### config.mk
export PLATFORM = sky130hd
export DESIGN_NAME = substring_search
export DESIGN_NICKNAME = d
export VERILOG_FILES = /design/src/design/ssrch_pkg.sv /design/src/design/ssrch_ctrl.sv /design/src/design/ssrch_dp.sv /design/src/design/substring_search.sv
export SDC_FILE = /design/constraint.sdc
export NUM_CORES = 2
export LEC_CHECK = 0
export BUFFER_PORTS_ARGS = -buffer_cell sky130_fd_sc_hd__buf_2
export CELL_PAD_IN_SITES_DETAIL_PLACEMENT = 0
export CELL_PAD_IN_SITES_GLOBAL_PLACEMENT = 1
export CORE_AREA = 2 2 285 287
export CTS_BUF_LIST = sky130_fd_sc_hd__clkbuf_2 sky130_fd_sc_hd__clkbuf_4 sky130_fd_sc_hd__clkbuf_8
export CTS_CLUSTER_SIZE = 8
export DETAILED_ROUTE_END_ITERATION = 16
export DIE_AREA = 0 0 287 289
export GPL_TIMING_DRIVEN = 0
export PLACE_DENSITY_LB_ADDON = 0.25
export REMOVE_ABC_BUFFERS = 1
export SLEW_MARGIN = 20
export SYNTH_ARGS = -nofsm -noshare
export SYNTH_HDL_FRONTEND = slang
export SYNTH_SLANG_ARGS = --single-unit
### constraint.sdc
create_clock -name clk -period 5.89 [get_ports clk]
set_input_delay 0.2945 -clock clk [delete_from_list [all_inputs] [get_ports clk]]
set_output_delay 0.2945 -clock clk [all_outputs]
set_load 0.05 [all_outputs]
### src/design/ssrch_pkg.sv
`default_nettype none

package ssrch_pkg;

  // widths fixed by the item format
  localparam int CHAR_W      = 8;
  localparam int POS_W       = 32;
  localparam int MAX_PATTERN = 64;

  localparam logic [POS_W-1:0] POS_MAX = {POS_W{1'b1}};

  // operation codes
  localparam logic OP_PATTERN = 1'b0;
  localparam logic OP_TEXT    = 1'b1;

  // controller -> datapath commands
  typedef struct packed {
    logic accept;   // take the word on the input ports
    logic compare;  // compare the bytes read in the previous cycle
    logic report;   // publish the result, clear the text state
  } ctl_t;

  // datapath -> controller status
  typedef struct packed {
    logic scan_needed;  // accepted text byte needs a window compare
    logic report_req;   // accepted word ends the text
    logic scan_end;     // compare step finished the scan
  } sts_t;

  // ASCII upper to lower case when folding
  function automatic logic [CHAR_W-1:0] fold_byte(input logic fold,
                                                  input logic [CHAR_W-1:0] c);
    logic [CHAR_W-1:0] r;
    r = c;
    if (fold && c >= 8'h41 && c <= 8'h5A) begin
      r = c + 8'h20;
    end
    return r;
  endfunction

endpackage

`default_nettype wire

### src/design/ssrch_ctrl.sv
`default_nettype none

module ssrch_ctrl (
  input  wire logic          clk,
  input  wire logic          rst,
  input  wire logic          start,
  output logic               busy,
  output ssrch_pkg::ctl_t    ctl,
  input  wire ssrch_pkg::sts_t sts
);

  typedef enum logic [1:0] {
    S_IDLE,
    S_READ,
    S_COMPARE,
    S_REPORT
  } state_t;

  state_t state;
  logic   pend;  // text ended, result due after the scan

  // state and pending flag
  always_ff @(posedge clk) begin
    if (rst) begin
      state <= S_IDLE;
      pend  <= 1'b0;
    end else begin
      case (state)
        S_IDLE: begin
          if (start) begin
            pend <= sts.report_req;
            if (sts.scan_needed) begin
              state <= S_READ;
            end else if (sts.report_req) begin
              state <= S_REPORT;
            end
          end
        end
        S_READ: begin
          state <= S_COMPARE;
        end
        S_COMPARE: begin
          if (!sts.scan_end) begin
            state <= S_READ;
          end else if (pend) begin
            state <= S_REPORT;
          end else begin
            state <= S_IDLE;
          end
        end
        S_REPORT: begin
          state <= S_IDLE;
          pend  <= 1'b0;
        end
        default: begin
          state <= S_IDLE;
        end
      endcase
    end
  end

  // commands
  always_comb begin
    busy        = (state != S_IDLE);
    ctl.accept  = (state == S_IDLE) && start;
    ctl.compare = (state == S_COMPARE);
    ctl.report  = (state == S_REPORT);
  end

endmodule

`default_nettype wire

### src/design/ssrch_dp.sv
`default_nettype none

module ssrch_dp #(
  parameter int MAX_PATTERN = ssrch_pkg::MAX_PATTERN
) (
  input  wire logic                          clk,
  input  wire logic                          rst,
  input  wire ssrch_pkg::ctl_t               ctl,
  output ssrch_pkg::sts_t                    sts,
  input  wire logic                          cfg_write,
  input  wire logic                          cfg_data,
  input  wire logic                          operation,
  input  wire logic [ssrch_pkg::CHAR_W-1:0]  ch,
  input  wire logic                          last,
  input  wire logic                          no_char,
  output logic                               done,
  output logic                               found,
  output logic [ssrch_pkg::POS_W-1:0]        position
);

  localparam int AW = (MAX_PATTERN > 1) ? $clog2(MAX_PATTERN) : 1;
  localparam int LW = $clog2(MAX_PATTERN + 1);
  localparam logic [LW-1:0] LEN_MAX = LW'(MAX_PATTERN);
  localparam logic [AW-1:0] ADDR_TOP = AW'(MAX_PATTERN - 1);

  // memories
  logic [ssrch_pkg::CHAR_W-1:0] pmem [MAX_PATTERN];
  logic [ssrch_pkg::CHAR_W-1:0] wmem [MAX_PATTERN];
  logic [ssrch_pkg::CHAR_W-1:0] p_rdata, w_rdata;

  // registers
  logic                       case_fold;
  logic [LW-1:0]              pattern_length;
  logic [LW-1:0]              first_zero;
  logic                       zero_seen;
  logic                       pattern_loading;
  logic [ssrch_pkg::POS_W-1:0] text_count;
  logic                       match_seen;
  logic [ssrch_pkg::POS_W-1:0] match_offset;
  logic                       term_seen;
  logic [AW-1:0]              wptr;
  logic [AW-1:0]              paddr;
  logic [AW-1:0]              waddr;

  // decode
  logic [LW-1:0]              eff_len;
  logic [LW-1:0]              base_len;
  logic                       zs_base;
  logic                       store_en;
  logic [ssrch_pkg::POS_W-1:0] count_next;
  logic [AW-1:0]              wptr_next;
  logic [LW:0]                win_base;
  logic                       text_byte;
  logic                       is_term;
  logic                       bytes_eq;
  logic                       last_step;

  always_comb begin
    eff_len   = (case_fold && zero_seen) ? first_zero : pattern_length;
    base_len  = pattern_loading ? pattern_length : '0;
    zs_base   = pattern_loading && zero_seen;
    store_en  = !no_char && (base_len < LEN_MAX);
    count_next = (text_count == ssrch_pkg::POS_MAX) ? text_count : text_count + 1'b1;
    wptr_next = (wptr == ADDR_TOP) ? '0 : wptr + 1'b1;
    // oldest byte of the compared window in the ring
    if ((LW+1)'(wptr_next) >= (LW+1)'(eff_len)) begin
      win_base = (LW+1)'(wptr_next) - (LW+1)'(eff_len);
    end else begin
      win_base = (LW+1)'(wptr_next) + (LW+1)'(MAX_PATTERN) - (LW+1)'(eff_len);
    end
    text_byte = (operation == ssrch_pkg::OP_TEXT) && !no_char && !(case_fold && term_seen);
    is_term   = case_fold && (ch == '0);
    bytes_eq  = ssrch_pkg::fold_byte(case_fold, p_rdata)
             == ssrch_pkg::fold_byte(case_fold, w_rdata);
    last_step = (LW'(paddr) == eff_len - 1'b1);

    sts.scan_needed = text_byte && !is_term && !match_seen && (eff_len != '0)
                   && (count_next >= ssrch_pkg::POS_W'(eff_len));
    sts.report_req  = (operation == ssrch_pkg::OP_TEXT) && last;
    sts.scan_end    = !bytes_eq || last_step;
  end

  // pattern store and text ring, registered reads
  always_ff @(posedge clk) begin
    if (ctl.accept && operation == ssrch_pkg::OP_PATTERN && store_en) begin
      pmem[base_len[AW-1:0]] <= ch;
    end
    if (ctl.accept && text_byte && !is_term) begin
      wmem[wptr] <= ch;
    end
    p_rdata <= pmem[paddr];
    w_rdata <= wmem[waddr];
  end

  // config register
  always_ff @(posedge clk) begin
    if (rst) begin
      case_fold <= 1'b0;
    end else if (cfg_write) begin
      case_fold <= cfg_data;
    end
  end

  // search state
  always_ff @(posedge clk) begin
    if (rst) begin
      pattern_length  <= '0;
      first_zero      <= '0;
      zero_seen       <= 1'b0;
      pattern_loading <= 1'b1;
      text_count      <= '0;
      match_seen      <= 1'b0;
      match_offset    <= '0;
      term_seen       <= 1'b0;
      wptr            <= '0;
      done            <= 1'b0;
    end else begin
      done <= 1'b0;
      if (ctl.accept) begin
        if (operation == ssrch_pkg::OP_PATTERN) begin
          // a pattern word after a finished pattern starts over
          if (!pattern_loading) begin
            text_count   <= '0;
            match_seen   <= 1'b0;
            match_offset <= '0;
            term_seen    <= 1'b0;
            wptr         <= '0;
          end
          if (store_en) begin
            pattern_length <= base_len + 1'b1;
          end else begin
            pattern_length <= base_len;
          end
          if (store_en && !zs_base && ch == '0) begin
            zero_seen  <= 1'b1;
            first_zero <= base_len;
          end else begin
            zero_seen  <= zs_base;
          end
          pattern_loading <= !last;
        end else begin
          pattern_loading <= 1'b0;
          if (text_byte) begin
            if (is_term) begin
              term_seen <= 1'b1;
            end else begin
              wptr       <= wptr_next;
              text_count <= count_next;
              if (!match_seen && eff_len == '0 && case_fold) begin
                match_seen   <= 1'b1;
                match_offset <= '0;
              end
            end
          end
        end
      end else if (ctl.compare) begin
        if (bytes_eq && last_step) begin
          match_seen   <= 1'b1;
          match_offset <= text_count - ssrch_pkg::POS_W'(eff_len);
        end
      end else if (ctl.report) begin
        done         <= 1'b1;
        text_count   <= '0;
        match_seen   <= 1'b0;
        match_offset <= '0;
        term_seen    <= 1'b0;
        wptr         <= '0;
      end
    end
  end

  // scan addresses
  always_ff @(posedge clk) begin
    if (ctl.accept) begin
      paddr <= '0;
      waddr <= win_base[AW-1:0];
    end else if (ctl.compare) begin
      paddr <= paddr + 1'b1;
      waddr <= (waddr == ADDR_TOP) ? '0 : waddr + 1'b1;
    end
  end

  // result word
  always_ff @(posedge clk) begin
    if (ctl.report) begin
      found    <= match_seen || (!case_fold && eff_len == '0);
      position <= match_offset;
    end
  end

endmodule

`default_nettype wire

### src/design/substring_search.sv
// Channel   Ports                                   Handshake
// config    cfg_write, cfg_data                     written when cfg_write is high
// input     operation, ch, last, no_char            taken when start & !busy
// result    found, position                         valid for one cycle with done
//
// A pattern word, or a text word that needs no window compare, is taken in S_IDLE.
// A text byte that needs a compare runs S_READ then S_COMPARE for each of up to
// pattern-length steps: each step reads one pattern byte and one ring byte through a
// single read port on each memory, and the scan stops at the first mismatch.
// A word that ends the text then passes through S_REPORT to publish the result.
// Synchronous reset clears all control state; the receiver cannot stall.
`default_nettype none

module substring_search #(
  parameter int MAX_PATTERN = ssrch_pkg::MAX_PATTERN
) (
  input  wire logic                          clk,
  input  wire logic                          rst,
  input  wire logic                          cfg_write,
  input  wire logic                          cfg_data,
  input  wire logic                          start,
  output logic                               busy,
  input  wire logic                          operation,
  input  wire logic [ssrch_pkg::CHAR_W-1:0]  ch,
  input  wire logic                          last,
  input  wire logic                          no_char,
  output logic                               done,
  output logic                               found,
  output logic [ssrch_pkg::POS_W-1:0]        position
);

  ssrch_pkg::ctl_t ctl;
  ssrch_pkg::sts_t sts;

  // sequencer
  ssrch_ctrl u_ctrl (
    .clk   (clk),
    .rst   (rst),
    .start (start),
    .busy  (busy),
    .ctl   (ctl),
    .sts   (sts)
  );

  // memories, counters, compare
  ssrch_dp #(
    .MAX_PATTERN (MAX_PATTERN)
  ) u_dp (
    .clk       (clk),
    .rst       (rst),
    .ctl       (ctl),
    .sts       (sts),
    .cfg_write (cfg_write),
    .cfg_data  (cfg_data),
    .operation (operation),
    .ch        (ch),
    .last      (last),
    .no_char   (no_char),
    .done      (done),
    .found     (found),
    .position  (position)
  );

endmodule

`default_nettype wire

==> results.cfg <==
[clocking]
clkTransAtPathRegs_ns = 0.07
cts_setup_buffers = 0
htreeDepth = 4
clk-insertion-delay-late_ns = 0.84
cts_buffers = 186
cts_root_buffer = clkbuf_8
clkSinkCount = 1178
cts_buffer_depth = 3
cts_tree = yes

[setup_path]
crit_type = flip-flop to flip-flop
arrival_ns = 6.34
crit_fanout = 15
worstPathCellList = ha_1 -> and3_1 -> nand4_1 -> nor2_4 -> nor2_1 -> and3_1 -> xor2_1 -> ha_1 -> or3_1 -> o221ai_1 -> nand4_1 -> nor4_1 -> nand3_1 -> a31oi_1 -> dlygate4sd3_1
critical-path-max-stage-delay_ns = 0.88
start_kind = flip-flop
cp.required_ns = 6.67
critPathSlowestCell = nor4_1
worstSetupEndpointType = flip-flop

[synthesis]
syn_area_per_cell_um2 = 16.9
synth_seq_cells = 1178
ys_seq_area_share_pct = 70.6
synthDistinctLibCells = 78
synth.most_common_cell = edfxtp_1
ys_async_sr_fraction_pct = 0
synth_top_flop_cell = edfxtp_1
synth_top_area_share_pct = 65.8
syn_inst = 2876
syn_area_um2 = 48500
synth_warnings = 0
synth-edff-count = 1063
synth_common_cells = edfxtp_1, mux4_2, nor2_1
yosys.area.top_type = edfxtp_1
synth_area_leaders = edfxtp_1, mux4_2, dfxtp_1

[timing]
drv_slew = 0
max_freq_mhz = 180
post-route-period-util_pct = 94.3
timing.setup.tns_ns = 0
hold_violations = 0
grt_setup_unrepaired = no
finClkSkew_ns = 0.0446
slew_headroom_pct = 27.5
hold_slack_ns = 0.275
setup_slack_ns = 0.334
tightest_slew_ns = 1.08
setup_viol_count_final = 0
finalWorstPathRequiredPeriod_ns = 5.56

[grt]
antenna_found_initial = 1
grt_pass1_vias = 26600
overflow = 0
grtUsageTotal_pct = 26.0
grt_max_degree = 113
grt_pass1_wl_um = 161000

[floorplan]
die_area_um2 = 82900
rows = 104
start_util_pct = 60.7
ios = 51
dieWidth_um = 287
die_h_um = 289
coreArea_um2 = 79900

[layout]
nFillCells = 5178
fin_nets = 3045
area_growth_syn_to_layout_pct = 11.8
drive_above_1_share_pct = 22.6
seq_area_um2 = 34200
multi_input_area_um2 = 13500

[detailed_routing]
routed_via_density = 6.36
drcViolationCount = 0
vias = 26700
antenna_left = 0
drtIter0Drc = 2847
wl_per_cell_um = 25.4
firstDrtPassIters = 5
wl_um = 106000

[power_and_ir_drop]
p_per_area_nw_per_um2 = 343
power_leakage_nw = 17.4
vdd_drop_max_v = 0.000236

[place]
io_buffers = 50
place_ws_ns = 0.750
place_hpwl_um = 66800
finalWeightedCongestion = 0.862

[hold_path]
min_path_type = input pin to flip-flop

[status]
status = completed

[run]
cap_viol_max_count = 0
-- area by class of cell --
class,count,area share (%)
inverters,36,0.254
clock inverters,53,0.849
flip-flops and latches,1178,63.1
well taps,1060,2.45
repair buffers,116,2.52
diodes,1,0.00462
clock buffers,269,5.95
multi-input cells,1481,24.8
-- metrics by stage --
stage	cells	instance area (µm²)	power (mW)	util [%]
final	4194	54200	18.6	67.9
after global routing	4194	54200	19.2	67.9
after CTS	4193	54200	18.7	67.8
after detailed placement	3854	50400	11.8	63.0
after global placement	3805	49400	12.0	61.8
after floorplan	2695	47800	11.1	-
-- logic make-up (layout without fill, tap and decap cells) --
kind of cell,after synthesis,in the layout,share of synthesized area [%]
buffers and inverters,217,474,1.74
and+or+nand+nor,601,601,6.03
other,0,1,0
muxes,382,382,14.2
AOI/OAI and AO/OA,391,391,5.25
xor gates and xnor gates,77,77,1.42
adders and majority gates,30,30,0.805
DFF,1178,1178,70.6
-- state kept, by name, summed over array words and instances (netlist names), 2 cells and up --
signal / count
u_dp.wptr: 6
u_dp.text_count: 32
u_dp.wmem: 512
u_dp.pattern_length: 7
u_ctrl.state: 2
u_dp.p_rdata: 8
u_dp.first_zero: 7
u_dp.pmem: 512
u_dp.position: 32
u_dp.waddr: 6
u_dp.w_rdata: 8
u_dp.paddr: 6
u_dp.match_offset: 32
-- power breakdown --
group          internal [mW]  leakage [nW]  switching [mW]  total (mW)
clock network           3.72          1.96            3.16        6.88
logic                   1.07          4.88            1.31        2.39
registers               9.17          10.5           0.134        9.31
-- worst max-delay path: cells and delay by family (launching register included) --
family / cells / cell delay [ns]
flip-flops: 1 / 0.48
adder cells (fa/ha/maj): 2 / 0.54
AND/OR/NAND/NOR: 9 / 3.28
AO/OA/AOI/OAI: 2 / 0.51
buffers and inverters: 1 / 0.55
XOR/XNOR: 1 / 0.15
-- cell usage in the layout (no fill, tap or decap), types with 9 or more instances in the layout --
cell | netlist | layout
nor2b_1 | 10 | 10
or3_1 | 13 | 13
clkbuf_8 | 0 | 193
mux2_2 | 34 | 34
and3_1 | 17 | 17
o32ai_2 | 10 | 10
nand4_1 | 34 | 34
a211oi_1 | 11 | 11
nor4_1 | 21 | 20
xor2_1 | 30 | 30
mux4_2 | 241 | 241
dfxtp_1 | 115 | 112
nand2_1 | 120 | 118
buf_2 | 6 | 42
a21oi_1 | 114 | 114
nor2_1 | 226 | 224
clkinv_1 | 0 | 26
buf_16 | 0 | 12
xnor2_1 | 46 | 46
or4_1 | 15 | 15
nor3_1 | 26 | 26
o22ai_1 | 37 | 37
nand3_1 | 54 | 54
buf_8 | 0 | 24
ha_1 | 28 | 28
clkbuf_4 | 0 | 76
mux2i_1 | 107 | 107
a31oi_1 | 11 | 11
edfxtp_1 | 1063 | 1063
a21o_1 | 9 | 9
inv_1 | 35 | 34
o21ai_0 | 94 | 94
nand2b_1 | 21 | 20
o221ai_1 | 34 | 34
a22oi_1 | 14 | 14
dlygate4sd3_1 | 0 | 17
buf_6 | 2 | 13
-- layer usage --
layer  GRT usage [%]  wire length (µm)  vias up
met4            8.48              2750        0
met2            42.2             52600     1198
met5               0                 0        -
li1                -                 -    11800
met1            36.3             42800    13500
met3            4.65              8130      183
-- path summary, 6_finish.rpt --
check / slack [ns] / cells past startpoint / start / endpoint
min: 0.27 / 4 / cfg_write / u_dp.case_fold
max: 0.33 / 15 / u_dp.text_count[1] / u_ctrl.state[1]
max reg2reg: 0.33 / 15 / u_dp.text_count[1] / u_ctrl.state[1]
min reg2reg: 0.43 / 0 / u_dp.match_offset[21] / u_dp.position[21]
-- what timing repair did --
item | 4_1_cts | 5_1_grt
gates resized for setup | 0 | 1
hold endpoints to repair | 310 | 0
setup endpoints to repair | 0 | 1
hold buffers | 17 | 0
Power figures use the tool's default switching activity.
